File: config.mk
export PLATFORM = sky130hd
export DESIGN_NAME = fpcu_offset_stage
export DESIGN_NICKNAME = d
export VERILOG_FILES = /design/src/rtl/core/fpcu_pkg.sv /design/src/rtl/core/fpcu_offset_stage.sv
export SDC_FILE = /design/constraint.sdc
export NUM_CORES = 1
export LEC_CHECK = 0
export BUFFER_PORTS_ARGS = -buffer_cell sky130_fd_sc_hd__buf_2
export CELL_PAD_IN_SITES_DETAIL_PLACEMENT = 2
export CELL_PAD_IN_SITES_GLOBAL_PLACEMENT = 2
export CORE_ASPECT_RATIO = 0.5
export CORE_MARGIN = 2
export CORE_UTILIZATION = 33
export DETAILED_ROUTE_END_ITERATION = 10
export PLACE_DENSITY = 0.92
export SLEW_MARGIN = 25
export SYNTH_ARGS = -nofsm -noshare
export SYNTH_HDL_FRONTEND = slang
export SYNTH_SLANG_ARGS = --single-unit
File: constraint.sdc
create_clock -name aclk -period 12.3 [get_ports aclk]
set_clock_uncertainty 0.05 [all_clocks]
set_input_delay 1.23 -clock aclk [delete_from_list [all_inputs] [get_ports aclk]]
set_output_delay 1.23 -clock aclk [all_outputs]
set_load 0.03 [all_outputs]
File: src/rtl/core/fpcu_pkg.sv
// Shared types, constants and fixed-point helpers for the FDTD pressure cell update.
package fpcu_pkg;

    localparam int WORD_W        = 32;
    localparam int PROD_W        = 64;
    localparam int FRAC_SHIFT    = 30;
    localparam int RND_W         = PROD_W - FRAC_SHIFT;
    localparam int WIDE_W        = 40;
    localparam int CARRIED_TERMS = 2;
    localparam int REG_IDX_W     = 3;

    typedef logic signed [WORD_W-1:0] word_t;
    typedef logic signed [PROD_W-1:0] prod_t;
    typedef logic signed [RND_W-1:0]  rnd_t;
    typedef logic signed [WIDE_W-1:0] wide_t;

    typedef enum logic [REG_IDX_W-1:0] {
        REG_GAIN_SUM     = 3'd0,
        REG_PRESSURE     = 3'd1,
        REG_GAIN_FIRST   = 3'd2,
        REG_GAIN_SECOND  = 3'd3,
        REG_DECAY_FIRST  = 3'd4,
        REG_DECAY_SECOND = 3'd5,
        REG_MEAN_FIRST   = 3'd6,
        REG_MEAN_SECOND  = 3'd7
    } cfg_reg_t;

    typedef struct packed {
        word_t gain_sum;
        word_t pressure;
        word_t gain_first;
        word_t gain_second;
        word_t decay_first;
        word_t decay_second;
        word_t mean_first;
        word_t mean_second;
    } coef_t;

    localparam wide_t WIDE_MAX = 40'sh007FFFFFFF;
    localparam wide_t WIDE_MIN = 40'shFF80000000;
    localparam word_t WORD_MAX = 32'sh7FFFFFFF;
    localparam word_t WORD_MIN = 32'sh80000000;

    function automatic word_t sat32(input wide_t v);
        word_t r;
        if (v > WIDE_MAX) begin
            r = WORD_MAX;
        end else if (v < WIDE_MIN) begin
            r = WORD_MIN;
        end else begin
            r = word_t'(v[WORD_W-1:0]);
        end
        return r;
    endfunction

    // Q2.30 x Q16.16 product back to Q16.16, round half up (floor after bias).
    function automatic rnd_t round_q30(input prod_t p);
        prod_t t;
        t = p + (prod_t'(1) <<< (FRAC_SHIFT - 1));
        return rnd_t'(t[PROD_W-1:FRAC_SHIFT]);
    endfunction

endpackage

File: src/rtl/core/fpcu_offset_stage.sv
// Third stage: relaxation targets and offsets, pressure base sum.
module fpcu_offset_stage (
    input  logic            aclk,
    input  logic            en,
    input  fpcu_pkg::prod_t prod_gain [fpcu_pkg::CARRIED_TERMS],
    input  fpcu_pkg::prod_t prod_scale,
    input  fpcu_pkg::prod_t prod_pres,
    input  fpcu_pkg::word_t pressure_old,
    input  fpcu_pkg::word_t relax_old [fpcu_pkg::CARRIED_TERMS],
    output fpcu_pkg::word_t target_reg [fpcu_pkg::CARRIED_TERMS],
    output fpcu_pkg::word_t offset_reg [fpcu_pkg::CARRIED_TERMS],
    output fpcu_pkg::wide_t base_reg
);

    fpcu_pkg::word_t target_next [fpcu_pkg::CARRIED_TERMS];
    fpcu_pkg::word_t offset_next [fpcu_pkg::CARRIED_TERMS];
    fpcu_pkg::wide_t base_next;

    always_comb begin
        for (int r = 0; r < fpcu_pkg::CARRIED_TERMS; r++) begin
            target_next[r] = fpcu_pkg::sat32(
                fpcu_pkg::wide_t'(fpcu_pkg::round_q30(prod_gain[r])));
            offset_next[r] = fpcu_pkg::sat32(
                fpcu_pkg::wide_t'(relax_old[r]) - fpcu_pkg::wide_t'(target_next[r]));
        end
        base_next = fpcu_pkg::wide_t'(pressure_old)
                  + fpcu_pkg::wide_t'(fpcu_pkg::round_q30(prod_scale))
                  - fpcu_pkg::wide_t'(fpcu_pkg::round_q30(prod_pres));
    end

    always_ff @(posedge aclk) begin
        if (en) begin
            target_reg <= target_next;
            offset_reg <= offset_next;
            base_reg   <= base_next;
        end
    end

endmodule

==> flow_summary.json <==
{
  "status": "finished, final reports clean",
  "syn-num-nets": 2059,
  "num_rows": 55,
  "gr-max-usage-layer": "met2",
  "finalMaxSlewViolations": 0,
  "final_common_cell": "buf_2",
  "cts_resized": 0,
  "via_per_inst": 5.616,
  "antenna_left": 0,
  "numPortBuffers": 405,
  "setup_viol": 0,
  "numCtsBuffers": 17,
  "synth_edf_count": 164,
  "ys_seq_area_share_pct": 32.68,
  "crit_buf_inv": 5,
  "gp_congestion": 0.9115,
  "synth_area_mm2": 0.01507,
  "p_per_area_mw_per_mm2": 137.7,
  "met3_usage_pct": 3.923,
  "ir_drop_uv": 104.7,
  "n_fill_cell": 5011,
  "hpwl_um": 51860,
  "grt_pass1_vias": 16290,
  "rsz0062_at_grt": "no",
  "setup_tns_ps": 0,
  "start_util_pct": 33.38,
  "root_buffer": "clkbuf_16",
  "grt.total_usage_pct": 27.20,
  "use_met1_pct": 30.39,
  "hold_path.class": "in -> reg",
  "core_mm2": 0.04514,
  "grt_overflow_total": 0,
  "start_kind": "primary input",
  "p_leak_nw": 7.654,
  "die-area_mm2": 0.04750,
  "first_pass_iters": 5,
  "dieWidth_um": 306.2,
  "drive_above_1_share_pct": 26.82,
  "synth_fa_ha_area_share_pct": 12.82,
  "cts_htree_levels": 4,
  "layout_common_cells": "buf_2, edfxtp_1, inv_1",
  "fin_crit_ps": 9168,
  "relSlewSlack_pct": 33.82,
  "antenna_found_initial": 12,
  "critical_path.max_stage_delay_ps": 760,
  "tightestPinTransition_ps": 992.8,
  "utilization_pct": 40.55,
  "synth_cell_type_count": 105,
  "clkTransAtPathRegs_ps": 70,
  "num_vias": 14570,
  "worstPathRequired_ps": 12430,
  "worstSetupEndpointType": "register",
  "final_hold_viol_count": 0,
  "nets": 2450,
  "min_period_over_period_pct": 74.54,
  "post_synth.cell_area_avg_um2": 9.520,
  "synthSimpleGateAreaFrac_pct": 17.24,
  "crit_slowest_cell": "or4_1",
  "arrival_ps": 9300,
  "finalWirelength_um": 65840,
  "clock_path_buffers": 2,
  "muxShareOfSynthArea_pct": 0.1411,
  "synth-compound-area-share_pct": 19.44,
  "critical_path.max_fanout": 29,
  "use_met2_pct": 50.08,
  "synth_xor_area_share_pct": 12.84,
  "grt_max_degree": 111,
  "fmax_ghz": 0.1091,
  "syn_inst": 1583,
  "io_pins": 522,
  "hold_buffers": 0,
  "ys.flop_type": "edfxtp_1",
  "cts_sinks": 164,
  "ys_ff_latch": 164,
  "post-route-drc-count": 0,
  "synth_top_family_by_area": "compound AO/OA/AOI/OAI gates",
  "yosysWarnings": 0,
  "hold_slack_ps": 1047,
  "area_growth_pct": 21.45,
  "cap_viol_max_count": 0,
  "fp.dieH_um": 155.1,
  "grt_pass1_wl_um": 99590,
  "postCtsSetupBuffers": 0,
  "async_flop_share_pct": 0,
  "wl_per_cell_um": 25.38,
  "path_delay_family": "compound AO/OA/AOI/OAI gates",
  "drtIter0Drc": 896,
  "cts_tree": "yes",
  "critical_path_class": "in -> reg"
}
## cells in the mapped netlist (all sizes together) (34+ instances only)
| cell type | instances | area share [%] |
|---|---|---|
| nor2 | 121 | 3.1 |
| a21oi | 77 | 2.6 |
| nand4 | 34 | 1.7 |
| ha | 86 | 7.1 |
| nand3 | 85 | 2.8 |
| xor2 | 96 | 5.6 |
| fa | 36 | 4.8 |
| edfxtp | 164 | 33 |
| xnor2 | 122 | 7.3 |
| inv | 126 | 3.1 |
| o21ai | 103 | 3.6 |
| nand2 | 94 | 2.3 |
## cell type report
| class | count | area (µm²) | area share, % |
|---|---|---|---|
| clock inverters | 15 | 167.7 | 0.9160 |
| diodes | 9 | 22.52 | 0.1230 |
| clock buffers | 17 | 425.4 | 2.324 |
| repair buffers | 415 | 2111 | 11.53 |
| inverters | 128 | 480.5 | 2.625 |
| multi-input cells | 1248 | 9424 | 51.49 |
| flip-flops and latches | 164 | 4925 | 26.91 |
| well taps | 598 | 748.2 | 4.088 |
## power by group
part | total [W] | internal, W | switching (W)
clock | 0.000577 | 0.000305 | 0.000272
sequential | 0.000801 | 0.000763 | 0.0000379
combinational | 0.00114 | 0.000374 | 0.000768
## cell families after synthesis
family                     after synthesis
DFF                                    164
and+or+nand+nor                        495
adders and majority gates              135
buffers and inverters                  171
AOI/OAI and AO/OA                      398
xor gates and xnor gates               218
muxes                                    2
## final timing paths
kind | start | to | slack, ps | depth (start not counted)
worst max-delay path | prod_gain[94] | offset_reg[51] | 3130 | 28
worst min-delay path | pressure_old[0] | base_reg[0] | 1050 | 2
## routing by layer
metal,vias to the layer above,share of wire (%)
met5,-,0.036
met4,4,5.6
met3,172,3.4
met2,414,52
met1,7403,39
li1,6576,-
## per-stage QoR
step | cells | worst slack (ps) | total power [W] | cell area, µm²
after floorplan | 1583 | 5085 | 0.001539 | 15070
after global placement | 2553 | 3717 | 0.001857 | 17690
after detailed placement | 2553 | 3141 | 0.001933 | 17690
after CTS | 2585 | 3319 | 0.002525 | 18280
after global routing | 2593 | 2778 | 0.002635 | 18300
final | 2594 | 3132 | 0.002520 | 18300
Note: power is estimated with default switching activity, not from simulation.
