===== src/rtl/core/fpcu_pkg.sv =====
// Shared types, constants and fixed-point helpers for the FDTD pressure cell update.
package fpcu_pkg;

    localparam int WORD_W        = 32;
    localparam int PROD_W        = 64;
    localparam int FRAC_SHIFT    = 30;
    localparam int RND_W         = PROD_W - FRAC_SHIFT;
    localparam int WIDE_W        = 40;
    localparam int CARRIED_TERMS = 2;
    localparam int REG_IDX_W     = 3;

    typedef logic signed [WORD_W-1:0] word_t;
    typedef logic signed [PROD_W-1:0] prod_t;
    typedef logic signed [RND_W-1:0]  rnd_t;
    typedef logic signed [WIDE_W-1:0] wide_t;

    typedef enum logic [REG_IDX_W-1:0] {
        REG_GAIN_SUM     = 3'd0,
        REG_PRESSURE     = 3'd1,
        REG_GAIN_FIRST   = 3'd2,
        REG_GAIN_SECOND  = 3'd3,
        REG_DECAY_FIRST  = 3'd4,
        REG_DECAY_SECOND = 3'd5,
        REG_MEAN_FIRST   = 3'd6,
        REG_MEAN_SECOND  = 3'd7
    } cfg_reg_t;

    typedef struct packed {
        word_t gain_sum;
        word_t pressure;
        word_t gain_first;
        word_t gain_second;
        word_t decay_first;
        word_t decay_second;
        word_t mean_first;
        word_t mean_second;
    } coef_t;

    localparam wide_t WIDE_MAX = 40'sh007FFFFFFF;
    localparam wide_t WIDE_MIN = 40'shFF80000000;
    localparam word_t WORD_MAX = 32'sh7FFFFFFF;
    localparam word_t WORD_MIN = 32'sh80000000;

    function automatic word_t sat32(input wide_t v);
        word_t r;
        if (v > WIDE_MAX) begin
            r = WORD_MAX;
        end else if (v < WIDE_MIN) begin
            r = WORD_MIN;
        end else begin
            r = word_t'(v[WORD_W-1:0]);
        end
        return r;
    endfunction

    // Q2.30 x Q16.16 product back to Q16.16, round half up (floor after bias).
    function automatic rnd_t round_q30(input prod_t p);
        prod_t t;
        t = p + (prod_t'(1) <<< (FRAC_SHIFT - 1));
        return rnd_t'(t[PROD_W-1:FRAC_SHIFT]);
    endfunction

endpackage


===== src/rtl/core/fpcu_update_stage.sv =====
// Last stage: new relaxation states and new pressure, saturated.
module fpcu_update_stage #(
    parameter int ACTIVE_TERMS = 2
) (
    input  logic            aclk,
    input  logic            en,
    input  fpcu_pkg::prod_t prod_decay [fpcu_pkg::CARRIED_TERMS],
    input  fpcu_pkg::prod_t prod_mean [fpcu_pkg::CARRIED_TERMS],
    input  fpcu_pkg::word_t target [fpcu_pkg::CARRIED_TERMS],
    input  fpcu_pkg::wide_t base,
    output fpcu_pkg::word_t pressure_reg,
    output fpcu_pkg::word_t fresh_reg [fpcu_pkg::CARRIED_TERMS]
);

    fpcu_pkg::word_t fresh_next [fpcu_pkg::CARRIED_TERMS];
    fpcu_pkg::wide_t pres_sum;
    fpcu_pkg::word_t pressure_next;

    always_comb begin
        pres_sum = base;
        for (int r = 0; r < fpcu_pkg::CARRIED_TERMS; r++) begin
            if (r < ACTIVE_TERMS) begin
                fresh_next[r] = fpcu_pkg::sat32(fpcu_pkg::wide_t'(target[r])
                    + fpcu_pkg::wide_t'(fpcu_pkg::round_q30(prod_decay[r])));
                pres_sum = pres_sum + fpcu_pkg::wide_t'(fpcu_pkg::round_q30(prod_mean[r]));
            end else begin
                // term switched off: state reads zero, no pressure contribution
                fresh_next[r] = '0;
            end
        end
        pressure_next = fpcu_pkg::sat32(pres_sum);
    end

    always_ff @(posedge aclk) begin
        if (en) begin
            pressure_reg <= pressure_next;
            fresh_reg    <= fresh_next;
        end
    end

endmodule


===== config.mk =====
export PLATFORM = sky130hd
export DESIGN_NAME = fpcu_update_stage
export DESIGN_NICKNAME = d
export VERILOG_FILES = /design/src/rtl/core/fpcu_pkg.sv /design/src/rtl/core/fpcu_update_stage.sv
export SDC_FILE = /design/constraint.sdc
export NUM_CORES = 1
export LEC_CHECK = 0
export BUFFER_PORTS_ARGS = -buffer_cell sky130_fd_sc_hd__buf_2
export CORE_ASPECT_RATIO = 1.2
export CORE_MARGIN = 2
export CORE_UTILIZATION = 24
export CTS_BUF_LIST = sky130_fd_sc_hd__clkbuf_8
export CTS_CLUSTER_SIZE = 12
export DETAILED_ROUTE_END_ITERATION = 8
export SLEW_MARGIN = 20
export SYNTH_ARGS = -nofsm -noshare
export SYNTH_HDL_FRONTEND = slang
export SYNTH_SLANG_ARGS = --single-unit

===== constraint.sdc =====
create_clock -name aclk -period 7.2 [get_ports aclk]
set_clock_uncertainty 0.2 [all_clocks]
set_input_delay 1.44 -clock aclk [delete_from_list [all_inputs] [get_ports aclk]]
set_output_delay 1.44 -clock aclk [all_outputs]
set_load 0.01 [all_outputs]

==> metrics.txt, run 1 <==
xor-xnor portion of the synthesized cell area=14.8%; post-synthesis mux area share=0%; core footprint=0.0557 mm2; tightest hold margin=1.28 ns; most prevalent standard cell on the critical path=nand2_1; Max-cap violations=0; max reg flops=64; vias after detailed routing=~13000; area share of the largest cell type after synthesis=21.4%; footprint of the multi-input gates=0.00969 mm2; top cells by count, synth=153 x inv_1, 133 x nand2_1, 122 x a21oi_1, 120 x xnor2_1, 110 x ha_1; async set or reset register ratio after synthesis=0%; CP delay by family, top=simple AND/OR/NAND/NOR gates; Placement Setup Slack=0.0553 ns; Synth Area in Compound Gates=22.7%; number of flops mapped to enable cells by yosys=96; # hold bufs at CTS=0; number of fill cells in the layout=6043; global-route wire length before repair=roughly 67 mm; Tightest Hold Check Type=in -> reg; synth warn=0; Crit Path Class=in -> reg; share of cells above drive strength 1=22.9%; # setup viols final=0; Worst-path clk slew=0.10 ns; initial core utilization=about a quarter; largest net degree at the start of global routing=54; H-tree depth=3; CP arrival=6.64 ns; Critical-path top delay cell=fa_1; post-CTS resize count=0; number of I/O pins=~460; area leader, netlist=edfxtp_1; setup_tns=0 ns; residual overflow from global routing=0; Die Span X=220 um; post-DP HPWL=roughly 37 mm; WL per Instance=16.2 um; DRC Markers=0; Worst Max-Slew Pin Slew=about 0.79 ns; DIE AREA=slightly below 0.06 mm2; DIE HEIGHT=263 um; vias per cell=4.83; Syn Inst Count=1606; CTS Buf Count=9; syn_nets=2120; CP Buf/Inv Count=3; Final Max Slew Viols=0; worst hold start=target[0]; largest family of logic cells by synthesized area=compound AO/OA/AOI/OAI gates; CP startpoint=prod_mean[96]; Total Wirelength=43.2 mm; initial DRC count=795; post-CTS setup buffers=0; Cell Rows=95; top-count cell post-synth=inv_1; global placer's final weighted congestion=0.879; CP required=around 7.2 ns; Slowest Stage Delay on Critical Path=between 0.5 and 0.6 ns; period utilization=between 90 and 100%; main area contributors after synthesis=edfxtp_1 21%, ha_1 10%, xnor2_1 7.8%; final period demand of the worst path=6.66 ns; Area after DPL=about 0.016 mm2; critical path, cell by cell=buf_2 > and4_1 > and3_1 > and3_1 > and2_1 > nand2_1 > nor2_1 > and2_1 > nand2_1 > xor2_1 > fa_1 > inv_1 > ha_1 > nand2_1 > nor2_1 > a21oi_1 > or3_1 > a21oi_1 > o21ai_1 > xor2_1 > nand2_1 > o41ai_4 > buf_12 > o21ai_1; Hold Vio Cnt, Final=0; Avg Inst Size Synth=8.38 um2; GRT Overall Usage=14.6%; initial antenna violation count=13; LEAKAGE=7.18 nW; placed insts=2637; Cell variety after synth=89; Worst Setup Start Kind=input pin; CTS Sinks=96; status=completed; final net count=about 2400; CTS Root Cell=clkbuf_8; Slew HR=47.0%; number of global-route vias before repair=12696; DRT Pass-1 Iters=6; post-synthesis sequential area ratio=between 20 and 25%; final cell count without fillers=2660; fmax=about 0.15 GHz; Area growth syn-to-layout=20.2%; post-route ant nets=0; Max clock buf depth=2; critical path peak fanout=31; I/O Buffers=341; crit end category=register; Synth Area in Adders=between 15 and 20%; Post-Synth Simple-Gate Area=17.9%; CTS tree=yes; power density cells=around 190 mW/mm2; RSZ-0062 raised after global routing=false; Seq. cell area=0.00288 mm2; Yosys reg bits=96; Final WS setup=0.543 ns; most used flip-flop cell after synthesis=edfxtp_1; design area=0.0162 mm2; Max IR drop VDD=0.134 mV; Post-Synthesis Cell Area=around 0.013 mm2
## metal layers
metal / vias up / track usage [%] / routed length (um)
met5: - / 0 / 79
met4: 12 / 6.19 / 1530
met3: 82 / 2.54 / 2390
met2: 382 / 27.0 / 22200
met1: 6029 / 16.2 / 16900
li1: 6335 / - / -
## area by class of cell
cell class / count / area share [%]
well taps: 727 / 5.62
repair buffers: 361 / 11.6
flip-flops and latches: 96 / 17.8
diodes: 7 / 0.108
clock buffers: 9 / 0.765
inverters: 153 / 3.55
clock inverters: 7 / 0.626
multi-input cells: 1300 / 59.9
## path summary, 6_finish.rpt
check,end,cells past startpoint
max,pressure_reg[3],24
min,fresh_reg[0],4
## through the flow
step	power, mW	utilization [%]
after floorplan	2.08	-
after global placement	2.67	28.6
after detailed placement	2.68	28.6
after CTS	3.14	29.0
after global routing	3.35	29.0
final	3.09	29.0
## where the power goes
group / leakage (nW) / switching [mW] / internal (mW)
combinational: 6.12 / 1.07 / 0.716
sequential: 0.947 / 0.0511 / 0.822
clock: 0.114 / 0.240 / 0.200
total: 7.18 / 1.36 / 1.74
## layout by cell type (no fill, tap or decap), drive strengths merged, types with 8 or more instances in the layout
| cell type | count |
|---|---|
| xor2 | 99 |
| and2 | 11 |
| inv | 156 |
| buf | 361 |
| a21boi | 23 |
| a21o | 71 |
| nor3 | 23 |
| ha | 110 |
| a21oi | 125 |
| fa | 42 |
| o21ai | 110 |
| o21a | 20 |
| and4 | 12 |
| clkbuf | 9 |
| nand2b | 8 |
| nand3 | 71 |
| nor2 | 94 |
| nand2 | 134 |
| a211oi | 9 |
| edfxtp | 96 |
| o31ai | 8 |
| o21bai | 14 |
| a31oi | 12 |
| nor2b | 17 |
| nand4 | 46 |
| xnor2 | 124 |
| and3 | 37 |
## kinds of logic (layout without fill, tap and decap cells)
family | after synthesis | count (layout)
other | 0 | 7
AO/OA/AOI/OAI | 449 | 449
flip-flops | 96 | 96
XOR/XNOR | 223 | 223
adder cells (fa/ha/maj) | 152 | 152
AND/OR/NAND/NOR | 476 | 476
buffers and inverters | 210 | 530
No activity file was read; power rests on OpenSTA's default activity.
==> run 2, diff against run 1 <==
--- a/config.mk
+++ b/config.mk
@@ -6,12 +6,15 @@
 export NUM_CORES = 1
 export LEC_CHECK = 0
 export BUFFER_PORTS_ARGS = -buffer_cell sky130_fd_sc_hd__buf_2
+export CELL_PAD_IN_SITES_DETAIL_PLACEMENT = 0
+export CELL_PAD_IN_SITES_GLOBAL_PLACEMENT = 2
 export CORE_ASPECT_RATIO = 1.2
 export CORE_MARGIN = 2
 export CORE_UTILIZATION = 24
 export CTS_BUF_LIST = sky130_fd_sc_hd__clkbuf_8
 export CTS_CLUSTER_SIZE = 12
 export DETAILED_ROUTE_END_ITERATION = 8
+export PLACE_DENSITY_LB_ADDON = 0.1
 export SLEW_MARGIN = 20
 export SYNTH_ARGS = -nofsm -noshare
 export SYNTH_HDL_FRONTEND = slang
==> run 2 against run 1 <==
Against the previous run: sequential power decreased by 1%; combinational power increased by 2%; first-iteration DRC count decreased by 23%; final area increased by 0.95%; core utilization increased by 0.28 points; worst hold slack got worse by 0.059 ns; via count decreased by 2.4%; clock power increased by 6.4%; flip-flop and latch count unchanged; setup slack improved by 0.24 ns; critical endpoint is now pressure_reg[5]; highest routed layer unchanged.
==> metrics.txt, run 2 (synthesis gave the netlist of run 1 again) <==
status=completed (unchanged); H-tree depth=3 (unchanged); crit end category=register (unchanged); Seq. cell area=0.00288 mm2 (unchanged); power density cells=193 mW/mm2 (was 191 mW/mm2); Worst Max-Slew Pin Slew=0.809 ns (was 0.795 ns); initial antenna violation count=12 (was 13); Hold Vio Cnt, Final=0 (unchanged); commonest non-fill, non-tap cell in the layout=buf_2 (unchanged); initial core utilization=24.1% (unchanged); setup_tns=0 ns (unchanged); Total Wirelength=47.3 mm (was 43.2 mm); Max IR drop VDD=0.0917 mV (was 0.134 mV); number of fill cells in the layout=6157 (was 6043); CP arrival=6.41 ns (was 6.64 ns); CTS Root Cell=clkbuf_8 (unchanged); global placer's final weighted congestion=0.802 (was 0.879); CTS Sinks=96 (unchanged); Area growth syn-to-layout=21.4% (was 20.2%); post-DP HPWL=41.0 mm (was 36.9 mm); initial DRC count=612 (was 795); CP required=7.19 ns (was 7.18 ns); CTS Buf Count=9 (unchanged); post-CTS setup buffers=0 (unchanged); number of global-route vias before repair=13080 (was 12696); share of cells above drive strength 1=23.6% (was 22.9%); Slowest Stage Delay on Critical Path=0.50 ns (was 0.51 ns); Slew HR=46.0% (was 47.0%); Crit Path Class=in -> reg (unchanged); global-route wire length before repair=73.6 mm (was 67.1 mm); Worst Setup Start Kind=input pin (unchanged); RSZ-0062 raised after global routing=false (unchanged); Die Span X=220 um (unchanged); Final Max Slew Viols=0 (unchanged); footprint of the multi-input gates=0.00969 mm2 (unchanged); # setup viols final=0 (unchanged); WL per Instance=17.7 um (was 16.2 um); Max clock buf depth=2 (unchanged); DRC Markers=0 (unchanged); Area after DPL=0.0161 mm2 (was 0.0159 mm2); Cell Rows=95 (unchanged); residual overflow from global routing=0 (unchanged); critical path, cell by cell=buf_2 > and4_1 > and3_1 > and3_1 > and2_1 > nand2_1 > nor2_1 > and2_1 > nand2_1 > xor2_1 > fa_1 > inv_1 > ha_1 > nand2_1 > o21ai_0 > a21oi_1 > or3_1 > a21oi_1 > o21ai_1 > xor2_1 > nand2_1 > o41ai_4 > buf_12 > o21ai_1 (was buf_2 > and4_1 > and3_1 > and3_1 > and2_1 > nand2_1 > nor2_1 > and2_1 > nand2_1 > xor2_1 > fa_1 > inv_1 > ha_1 > nand2_1 > nor2_1 > a21oi_1 > or3_1 > a21oi_1 > o21ai_1 > xor2_1 > nand2_1 > o41ai_4 > buf_12 > o21ai_1); largest net degree at the start of global routing=59 (was 54); final net count=2453 (was 2435); vias per cell=4.69 (was 4.83); design area=0.0163 mm2 (was 0.0162 mm2); core footprint=0.0557 mm2 (unchanged); final period demand of the worst path=6.42 ns (was 6.66 ns); I/O Buffers=341 (unchanged); DIE HEIGHT=263 um (unchanged); post-route ant nets=0 (unchanged); LEAKAGE=7.28 nW (was 7.18 nW); fmax=0.156 GHz (was 0.150 GHz); placed insts=2655 (was 2637); # hold bufs at CTS=0 (unchanged); most prevalent standard cell on the critical path=nand2_1 (unchanged); Worst-path clk slew=0.10 ns (about the same); CTS tree=yes (unchanged); post-CTS resize count=0 (unchanged); most frequent cells in the layout=340 x buf_2, 153 x inv_1, 133 x nand2_1 (unchanged); Critical-path top delay cell=fa_1 (unchanged); period utilization=89.1% (was 92.5%); max reg flops=64 (unchanged); Max-cap violations=0 (unchanged); final cell count without fillers=2674 (was 2660); GRT Overall Usage=16.3% (was 14.6%); DIE AREA=0.0580 mm2 (unchanged); critical path peak fanout=31 (unchanged); number of I/O pins=458 (unchanged); vias after detailed routing=12538 (was 12840); DRT Pass-1 Iters=7 (was 6); Tightest Hold Check Type=in -> reg (unchanged)
## run 2: power breakdown
group          switching (mW)  internal, mW  total, mW
combinational            1.09         0.732       1.82
clock                   0.237         0.231      0.468
sequential             0.0421         0.821      0.863
total                    1.37          1.78       3.15
## run 2: layer usage
layer	GRT usage [%]	routed length [um]
met2	29.6	24400
met3	3.44	2240
met4	3.59	585
met5	0	75
met1	19.3	20000
## run 2: path summary, 6_finish.rpt
path | startpoint | to | slack, ns | cells past startpoint
max | prod_mean[96] | pressure_reg[5] | 0.78 | 24
min | target[32] | fresh_reg[32] | 1.22 | 3
## run 2: area by class of cell
class	count	area share [%]
Clock inverter	6	0.705
Sequential cell	96	17.6
Multi-Input combinational cell	1300	59.3
Antenna cell	4	0.0613
Clock buffer	9	0.758
Inverter	153	3.52
Timing Repair Buffer	379	12.4
Tap cell	727	5.57
## run 2: critical path: cells and delay by family
kind | cells | cell delay, ns
buffers and inverters | 3 | 0.41
adders and majority gates | 2 | 0.86
AOI/OAI and AO/OA | 6 | 1.24
xor gates and xnor gates | 2 | 0.37
and+or+nand+nor | 11 | 2.03
## run 2: stage by stage
stage,worst slack (ns),power [mW],util (%),hold slack [ns]
global placement,0.190,2.74,28.9,1.65
detailed placement,0.203,2.73,28.9,1.65
CTS,0.701,3.23,29.3,1.17
finish,0.783,3.15,29.3,1.22
global route,0.338,3.43,29.3,1.22
floorplan,0.832,2.08,-,1.35
