===== config.mk =====
export PLATFORM = sky130hd
export DESIGN_NAME = fpcu_div_stage
export DESIGN_NICKNAME = d
export VERILOG_FILES = /design/src/rtl/core/fpcu_pkg.sv /design/src/rtl/core/fpcu_div_stage.sv
export SDC_FILE = /design/constraint.sdc
export NUM_CORES = 1
export LEC_CHECK = 0
export BUFFER_PORTS_ARGS = -buffer_cell sky130_fd_sc_hd__buf_2
export CAP_MARGIN = 20
export CORE_AREA = 3 3 163 165
export CTS_CLUSTER_SIZE = 25
export DETAILED_ROUTE_END_ITERATION = 6
export DIE_AREA = 0 0 166 168
export PLACE_DENSITY_LB_ADDON = 0.08
export SLEW_MARGIN = 20
export SYNTH_ARGS = -nofsm -noshare
export SYNTH_HDL_FRONTEND = slang
export SYNTH_SLANG_ARGS = --single-unit

===== constraint.sdc =====
create_clock -name aclk -period 15.7 [get_ports aclk]
set_input_delay 3.14 -clock aclk [delete_from_list [all_inputs] [get_ports aclk]]
set_output_delay 3.14 -clock aclk [all_outputs]
set_load 0.05 [all_outputs]

===== src/rtl/core/fpcu_pkg.sv =====
// Shared types, constants and fixed-point helpers for the FDTD pressure cell update.
package fpcu_pkg;

    localparam int WORD_W        = 32;
    localparam int PROD_W        = 64;
    localparam int FRAC_SHIFT    = 30;
    localparam int RND_W         = PROD_W - FRAC_SHIFT;
    localparam int WIDE_W        = 40;
    localparam int CARRIED_TERMS = 2;
    localparam int REG_IDX_W     = 3;

    typedef logic signed [WORD_W-1:0] word_t;
    typedef logic signed [PROD_W-1:0] prod_t;
    typedef logic signed [RND_W-1:0]  rnd_t;
    typedef logic signed [WIDE_W-1:0] wide_t;

    typedef enum logic [REG_IDX_W-1:0] {
        REG_GAIN_SUM     = 3'd0,
        REG_PRESSURE     = 3'd1,
        REG_GAIN_FIRST   = 3'd2,
        REG_GAIN_SECOND  = 3'd3,
        REG_DECAY_FIRST  = 3'd4,
        REG_DECAY_SECOND = 3'd5,
        REG_MEAN_FIRST   = 3'd6,
        REG_MEAN_SECOND  = 3'd7
    } cfg_reg_t;

    typedef struct packed {
        word_t gain_sum;
        word_t pressure;
        word_t gain_first;
        word_t gain_second;
        word_t decay_first;
        word_t decay_second;
        word_t mean_first;
        word_t mean_second;
    } coef_t;

    localparam wide_t WIDE_MAX = 40'sh007FFFFFFF;
    localparam wide_t WIDE_MIN = 40'shFF80000000;
    localparam word_t WORD_MAX = 32'sh7FFFFFFF;
    localparam word_t WORD_MIN = 32'sh80000000;

    function automatic word_t sat32(input wide_t v);
        word_t r;
        if (v > WIDE_MAX) begin
            r = WORD_MAX;
        end else if (v < WIDE_MIN) begin
            r = WORD_MIN;
        end else begin
            r = word_t'(v[WORD_W-1:0]);
        end
        return r;
    endfunction

    // Q2.30 x Q16.16 product back to Q16.16, round half up (floor after bias).
    function automatic rnd_t round_q30(input prod_t p);
        prod_t t;
        t = p + (prod_t'(1) <<< (FRAC_SHIFT - 1));
        return rnd_t'(t[PROD_W-1:FRAC_SHIFT]);
    endfunction

endpackage


===== src/rtl/core/fpcu_div_stage.sv =====
// First stage: velocity divergence, saturated, plus carried cell fields.
module fpcu_div_stage (
    input  logic                 aclk,
    input  logic                 en,
    input  fpcu_pkg::word_t      vx_low,
    input  fpcu_pkg::word_t      vx_high,
    input  fpcu_pkg::word_t      vy_low,
    input  fpcu_pkg::word_t      vy_high,
    input  fpcu_pkg::word_t      vz_low,
    input  fpcu_pkg::word_t      vz_high,
    input  fpcu_pkg::word_t      pressure_old,
    input  fpcu_pkg::word_t      relax_first_old,
    input  fpcu_pkg::word_t      relax_second_old,
    output fpcu_pkg::word_t      div_reg,
    output fpcu_pkg::word_t      pressure_old_reg,
    output fpcu_pkg::word_t      relax_old_reg [fpcu_pkg::CARRIED_TERMS]
);

    fpcu_pkg::wide_t div_sum;
    fpcu_pkg::word_t div_next;

    always_comb begin
        div_sum = (fpcu_pkg::wide_t'(vx_high) - fpcu_pkg::wide_t'(vx_low))
                + (fpcu_pkg::wide_t'(vy_high) - fpcu_pkg::wide_t'(vy_low))
                + (fpcu_pkg::wide_t'(vz_high) - fpcu_pkg::wide_t'(vz_low));
        div_next = fpcu_pkg::sat32(div_sum);
    end

    always_ff @(posedge aclk) begin
        if (en) begin
            div_reg          <= div_next;
            pressure_old_reg <= pressure_old;
            relax_old_reg[0] <= relax_first_old;
            relax_old_reg[1] <= relax_second_old;
        end
    end

endmodule


==> flow_summary.ini, run 1 <==
[outcome]
status = finished, final reports clean

[clock_network]
holdBufCountCts = 0
cts_tree = yes
post_cts_buffers = 0
clock_path_buffers = 2
cts.reportedPaths.clkPinSlew_ns = 0.07
htree_levels = 4
postCtsResizedCells = 0
cts_made_buffers = 17
cts.sink_count = 128
cts-root-buf = clkbuf_16

[setup_path]
critPathMaxFanout = 18
critPathArrivalTime_ns = 8.03
required_ns = 15.84
max_stage_delay_ns = 0.56
setup.worst_path.start = vx_low[1]
crit_path_start_kind = input port
critPathKind = input port to flip-flop
slowest_stage = fa_1
endpoint_kind = flip-flop
cp_cell_sequence = buf_2 -> fa_1 -> inv_1 -> fa_1 -> inv_1 -> fa_1 -> inv_1 -> ha_1 -> fa_1 -> a211oi_2 -> o211ai_2 -> a221oi_4 -> o2111ai_2 -> a21oi_1 -> o22ai_1 -> o21ai_4 -> buf_16 -> o21ai_2
timing.critical_path.mode_cell = fa_1

[global_routing]
overflow = 0
met1_usage_pct = 21.8
antenna_found_initial = 3
use_met3_pct = 4.41
grt_pass1_wl_um = 41400
grtUsageTotal_pct = 18.8
first_global_vias = 7810
gr-max-usage-layer = met2
met2_usage_pct = 34.7
grt_max_degree = 75

[hold_path]
min_from = relax_second_old[5]
hp-class = input port to flip-flop
hold_depth = 1

[synth]
syn_avg_cell_area_um2 = 11.2
syn_inst = 904
syn_nets = 1359
synthArstFlopShare_pct = 0
synthFlopType = edfxtp_1
synth.cell_area_um2 = 10100
synthDistinctLibCells = 59
synth_warnings = 0
synth_seq_cells = 128
synth_edf_count = 128
ys_seq_area_share_pct = 38.1

[power_and_ir_drop]
internal_power_uw = 1470
p_clk_share_pct = 12.5
p_leak_uw = 0.00671
p_comb_share_pct = 69.2
p_sw_share_pct = 50.6
p_sw_uw = 1500
p_seq_share_pct = 18.3
ir_drop_v = 0.000238
powerDensity_nw_per_um2 = 227

[placed_design]
detailed_place_hpwl_um = 22600
place.gp.congestion = 0.848
port_buffers = 417

[floorplanning]
core_area_um2 = 25200
fp.dieH_um = 168
io_pins = 418
start_util_pct = 40.1
num_rows = 58
die_x_um = 166
dieArea_um2 = 27900

[sta]
setup_viol = 0
worst_pin_slew_ns = 0.922
finalHoldViolCount = 0
slew_viol_final = 0
max_freq_ghz = 0.127
final.setup.tns_ns = 0
period_minus_slack_ns = 7.90
post-route-period-util_pct = 50.3
relSlewSlack_pct = 38.6
grt_setup_unrepaired = false
hold_slack_ns = 2.89

[finish]
area_growth_pct = 30.1
final_common_cell = buf_2
fin_nets = 1783
final_cell_mix = buf_2 (416), inv_1 (327), fa_1 (130)
drive_gt1_share_pct = 37.1
largest_reg_flops = 64

[route]
drt-total-wl_um = 26100
num_vias = 7597
drt-initial-drc-count = 347
drc = 0
dr.pass1.iters = 4
vias_per_cell = 4.54
post_drt_wl_per_cell_um = 15.6
ant_nets = 0

[flow_run]
maxCapViolCount = 0
[through the flow]
stage / instance area (um2) / power, uW / setup WS [ns] / util [%] / std cells
floorplan: 10100 / 2160 / 8.04 / - / 904
global placement: 12500 / 2540 / 7.23 / 49.6 / 1637
detailed placement: 12500 / 2550 / 7.15 / 49.6 / 1637
CTS: 13100 / 2930 / 7.55 / 51.9 / 1669
global route: 13100 / 3230 / 7.61 / 52.1 / 1674
finish: 13100 / 2980 / 7.80 / 52.1 / 1674
[logic make-up (layout without fill, tap and decap cells)]
logic type,Yosys count,after routing,synth area share (%)
AO/OA/AOI/OAI,164,164,11.9
adder cells (fa/ha/maj),165,165,30.1
XOR/XNOR,29,29,2.59
flip-flops,128,128,38.1
AND/OR/NAND/NOR,75,75,3.95
other,0,3,0
multiplexers,1,1,0.0992
buffers and inverters,342,779,13.2
[critical path: cells and delay by family]
kind / cells / cell delay, ns
AO/OA/AOI/OAI: 8 / 2.12
adder cells (fa/ha/maj): 5 / 2.24
buffers and inverters: 5 / 0.51
[routing by layer]
| metal | part of all wire (%) | up-vias |
|---|---|---|
| met3 | 6.3 | 29 |
| met4 | 1.6 | 0 |
| li1 | - | 3697 |
| met5 | 0 | - |
| met2 | 54 | 236 |
| met1 | 38 | 3635 |
[final timing paths]
path          endpoint  slack [ns]
max        div_reg[23]        7.80
min   relax_old_reg[5]        2.89
[power groups by stage]
| stage | combinational [uW] | sequential [uW] | clock (uW) |
|---|---|---|---|
| 2_1_floorplan | 1380 | 783 | 0 |
| 3_3_place_gp | 1990 | 551 | 0 |
| 3_5_place_dp | 2000 | 553 | 0 |
| 4_1_cts | 2010 | 546 | 380 |
| 5_1_grt | 2280 | 550 | 399 |
| 6_report | 2060 | 544 | 371 |
[synthesized netlist by cell type (4+ instances only)]
cell type	count	share of area (%)
buf_2	5	0.25
o21bai_1	4	0.30
a31oi_1	5	0.31
fa_1	130	26
nor2_1	11	0.41
o21ai_2	21	1.8
a21o_1	8	0.60
inv_1	327	12
edfxtp_1	128	38
and3_1	5	0.31
o21ai_0	26	1.3
o31ai_1	4	0.30
nand4_1	7	0.43
xor2_1	11	0.95
clkbuf_1	5	0.19
o211ai_1	5	0.37
a22oi_1	5	0.37
xnor2_1	17	1.5
nand3_1	8	0.40
a21oi_1	41	2.0
nor3_1	7	0.35
nand2_1	24	0.89
a21oi_2	9	0.78
a211oi_1	9	0.67
ha_1	35	4.3
[cell type report]
class | count | area, um2
fill | 2350 | 12100
multi-input combinational | 434 | 4910
sequential | 128 | 3840
timing repair buffer | 420 | 2150
inverter | 327 | 1230
clock buffer | 17 | 425
tap | 330 | 413
clock inverter | 15 | 149
antenna | 3 | 7.51
Power figures use the tool's default switching activity.
==> run 2, diff against run 1 <==
Clock period 15.7 ns to 6.5 ns, I/O delays scaled along.
==> run 2 against run 1 <==
Effect of this change: clock power grew to 2.5 times the previous value; flip-flop and latch count did not move; clock-buffer cell count unchanged; sequential share of layout area hardly changed; critical path depth is the same; setup slack worse by 7.1 ns; largest power group unchanged.
==> flow_summary.ini, run 2 (synthesized netlist as in run 1, its figures left out) <==
[outcome]
status = finished, final reports clean

[sta]
worst_pin_slew_ns = 0.834
max_freq_ghz = 0.172
period_minus_slack_ns = 5.80
setup_viol = 0
hold_slack_ns = 1.06
grt_setup_unrepaired = false
final.setup.tns_ns = 0
post-route-period-util_pct = 89.2
slew_viol_final = 0
relSlewSlack_pct = 44.4
finalHoldViolCount = 0

[placed_design]
port_buffers = 417
placed_cells = 1642
detailed_place_hpwl_um = 22400
place.gp.congestion = 0.835

[global_routing]
grtUsageTotal_pct = 18.4
overflow = 0
grt_max_degree = 66
first_global_vias = 7769
grt_pass1_wl_um = 40600
antenna_found_initial = 1

[clock_network]
cts_made_buffers = 17
htree_levels = 4
post_cts_buffers = 0
postCtsResizedCells = 0
cts.reportedPaths.clkPinSlew_ns = 0.06
holdBufCountCts = 0
clock_path_buffers = 2
cts-root-buf = clkbuf_16
cts.sink_count = 128
cts_tree = yes

[route]
drt-initial-drc-count = 365
ant_nets = 0
num_vias = 7584
vias_per_cell = 4.53
drc = 0
post_drt_wl_per_cell_um = 15.4
drt-total-wl_um = 25700
dr.pass1.iters = 4

[finish]
nFillCells = 2387
finalNonFillerCells = 1675
final_common_cell = buf_2
area_growth_pct = 30.1
final_cell_mix = buf_2 (416), inv_1 (327), fa_1 (130)
drive_gt1_share_pct = 37.3
fin_nets = 1786
largest_reg_flops = 64

[power_and_ir_drop]
p_leak_uw = 0.00673
ir_drop_v = 0.000537
powerDensity_nw_per_um2 = 543

[floorplanning]
die_x_um = 166
start_util_pct = 40.1
core_area_um2 = 25200
fp.dieH_um = 168
num_rows = 58
io_pins = 418
dieArea_um2 = 27900

[setup_path]
critPathKind = input port to flip-flop
endpoint_kind = flip-flop
critPathArrivalTime_ns = 5.95
required_ns = 6.65
crit_path_start_kind = input port
critPathMaxFanout = 19

[flow_run]
maxCapViolCount = 0

[hold_path]
min_to = relax_old_reg[10]
hp-class = input port to flip-flop
hold_depth = 1
min_from = relax_second_old[10]
-- run 2: cell type report --
cell class,count,area (um2),share of cell area (%)
multi-input cells,434,4910,37.4
clock buffers,17,425,3.24
clock inverters,15,170,1.30
diodes,1,2.50,0.0191
well taps,330,413,3.14
repair buffers,423,2130,16.3
flip-flops and latches,128,3840,29.3
inverters,327,1230,9.35
-- run 2: worst max-delay path by stage --
stage | slack (ns) | endpoint | cells past startpoint | startpoint
final | 0.70 | div_reg[15] | 18 | vx_low[1]
after global routing | 0.43 | div_reg[6] | 18 | vx_low[1]
after global placement | 0.33 | div_reg[0] | 18 | vx_low[1]
after floorplan | 0.68 | div_reg[11] | 18 | vy_high[1]
after CTS | 0.68 | div_reg[15] | 18 | vx_low[1]
after detailed placement | 0.25 | div_reg[15] | 18 | vx_low[1]
-- run 2: per-stage QoR --
stage               area (um2)  util, %  power (uW)  worst slack (ns)
floorplan                10100        -        5220             0.681
global placement         12500     49.8        6210             0.335
detailed placement       12500     49.8        6240             0.253
CTS                      13100     52.1        7200             0.678
global route             13100     52.1        7740             0.426
finish                   13100     52.1        7120             0.702
-- run 2: report_power, final --
part | total, uW | switching (uW) | leakage (uW) | internal [uW]
combinational | 4870 | 3180 | 0.00519 | 1690
clock | 940 | 393 | 0.000287 | 547
sequential | 1320 | 38.8 | 0.00125 | 1280
total | 7120 | 3610 | 0.00673 | 3510
-- run 2: layer usage --
layer	share of wire, %	wire length, um	GRT usage (%)	vias to the layer above
met4	2.9	753	5.97	0
met2	52	13300	33.5	276
met3	6.9	1770	4.46	41
li1	-	-	-	3697
met5	0	0	0	-
met1	38	9870	21.3	3570
-- run 2: worst max-delay path: stages --
cell	delay (ns)
buf_2	0.11
fa_1	0.55
inv_1	0.05
fa_1	0.48
inv_1	0.06
fa_1	0.53
inv_1	0.04
ha_1	0.22
fa_1	0.44
a211oi_2	0.28
o211ai_2	0.18
a221oi_4	0.38
o2111ai_2	0.15
a21oi_1	0.33
o22ai_1	0.22
o21ai_4	0.17
buf_4	0.33
a21oi_2	0.09
==> run 3, diff against run 2 <==
--- a/config.mk
+++ b/config.mk
@@ -12,4 +12,5 @@
 export DETAILED_ROUTE_END_ITERATION = 6
 export DIE_AREA = 0 0 166 168
+export GPL_ROUTABILITY_DRIVEN = 0
 export PLACE_DENSITY_LB_ADDON = 0.08
 export SLEW_MARGIN = 20
==> constraint.sdc (replaced) <==
create_clock -name aclk -period 6.5 [get_ports aclk]
set_input_delay 0.65 -clock aclk [delete_from_list [all_inputs] [get_ports aclk]]
set_output_delay 0.65 -clock aclk [all_outputs]
set_load 0.05 [all_outputs]
==> run 3 against run 2 <==
Effect of this change: clock-buffer cell count stayed put; first-iteration DRC count decreased by 1.1%; maximum frequency up 10%; critical path type unchanged; largest cell class unchanged.
==> flow_summary.ini, run 3 (synthesized netlist as in run 1, its figures left out) <==
[outcome]
status = finished, final reports clean

[finish]
final_common_cell = buf_2
drive_gt1_share_pct = 37.2
fin_nets = 1784
nFillCells = 2364
largest_reg_flops = 64
seq_area_um2 = 3840
area_growth_pct = 30.1
multi_input_area_um2 = 4910
final_cell_mix = buf_2 (416), inv_1 (327), fa_1 (130)

[global_routing]
grt_max_degree = 75
grtUsageTotal_pct = 19.0
grt_pass1_wl_um = 41800
first_global_vias = 7856
antenna_found_initial = 3
overflow = 0

[clock_network]
cts.reportedPaths.clkPinSlew_ns = 0.07
cts-root-buf = clkbuf_16
holdBufCountCts = 0
clock_path_buffers = 2
htree_levels = 4
postCtsResizedCells = 0
cts_made_buffers = 17
cts.sink_count = 128
post_cts_buffers = 0
cts_tree = yes

[sta]
relSlewSlack_pct = 35.0
final.setup.tns_ns = 0
finalHoldViolCount = 0
post-route-period-util_pct = 80.8
setup_viol = 0
period_minus_slack_ns = 5.25
slew_viol_final = 0
max_freq_ghz = 0.190
grt_setup_unrepaired = false
worst_pin_slew_ns = 0.975
hold_slack_ns = 0.404

[floorplanning]
io_pins = 418
dieArea_um2 = 27900
num_rows = 58
core_area_um2 = 25200
fp.dieH_um = 168
start_util_pct = 40.1
die_x_um = 166

[placed_design]
detailed_place_hpwl_um = 22700
port_buffers = 417

[route]
drt-total-wl_um = 26400
dr.pass1.iters = 4
vias_per_cell = 4.51
drc = 0
num_vias = 7558
ant_nets = 0
post_drt_wl_per_cell_um = 15.8
drt-initial-drc-count = 361

[power_and_ir_drop]
powerDensity_nw_per_um2 = 543
p_leak_uw = 0.00672
ir_drop_v = 0.000477

[setup_path]
cp_cell_sequence = buf_2 -> inv_1 -> fa_1 -> fa_1 -> inv_1 -> fa_1 -> inv_1 -> ha_1 -> o211ai_1 -> o211ai_1 -> a21oi_1 -> a2111oi_0 -> o21ai_0 -> xnor2_2 -> a21oi_4 -> buf_12 -> o21ai_2
max_stage_delay_ns = 0.68
critPathArrivalTime_ns = 5.41
slowest_stage = a2111oi_0
critPathMaxFanout = 19
required_ns = 6.66
crit_path_start_kind = input port
endpoint_kind = flip-flop
critPathKind = input port to flip-flop

[flow_run]
maxCapViolCount = 0

[hold_path]
hp-class = input port to flip-flop
==> run 3: changes by cell type in the layout (fill, tap and decap cells not counted), sizes merged <==
cell / previous run / this run
buf: 423 / 421
diode: 1 / 3
inv: 335 / 337
bufinv: 1 / 0
clkinvlp: 2 / 1
==> run 3: area by class of cell <==
type / instances / share of cell area (%)
sequential: 128 / 29.3
clock buffer: 17 / 3.24
clock inverter: 15 / 1.24
antenna: 3 / 0.0572
tap: 330 / 3.15
multi-input combinational: 434 / 37.4
timing repair buffer: 421 / 16.2
inverter: 327 / 9.35
==> run 3: stage by stage <==
step	area (um2)	instances	utilization, %	total power, uW	setup slack [ns]
2_1_floorplan	10100	904	-	5220	1.33
3_5_place_dp	12500	1640	49.8	6260	0.863
5_1_grt	13100	1675	52.1	7740	0.988
4_1_cts	13100	1672	52.1	7210	1.28
6_report	13100	1675	52.1	7130	1.25
3_3_place_gp	12500	1640	49.8	6220	0.939
==> run 3: report_power, final <==
| group | leakage [uW] | total [uW] | switching [uW] | internal, uW |
|---|---|---|---|---|
| Clock | 0.000286 | 927 | 413 | 515 |
| Combinational | 0.00518 | 4880 | 3190 | 1700 |
| Sequential | 0.00125 | 1320 | 41.0 | 1280 |
==> run 3: metal layers <==
metal | up-vias | track usage (%) | part of all wire, %
met5 | - | 0 | 0
met4 | 0 | 4.85 | 1.4
met3 | 20 | 5.02 | 6.4
met2 | 243 | 34.9 | 54
met1 | 3606 | 22.1 | 38
li1 | 3689 | - | -
==> run 3: worst max-delay path, delay by kind of cell <==
| kind | cells | cell delay (ns) |
|---|---|---|
| AOI/OAI and AO/OA | 7 | 2.03 |
| adders and majority gates | 4 | 2.00 |
| buffers and inverters | 5 | 0.46 |
| xor gates and xnor gates | 1 | 0.26 |
==> run 3: worst paths after layout <==
path,from,endpoint,cells past startpoint
max,vx_low[3],div_reg[8],17
min,relax_first_old[13],relax_old_reg[45],1
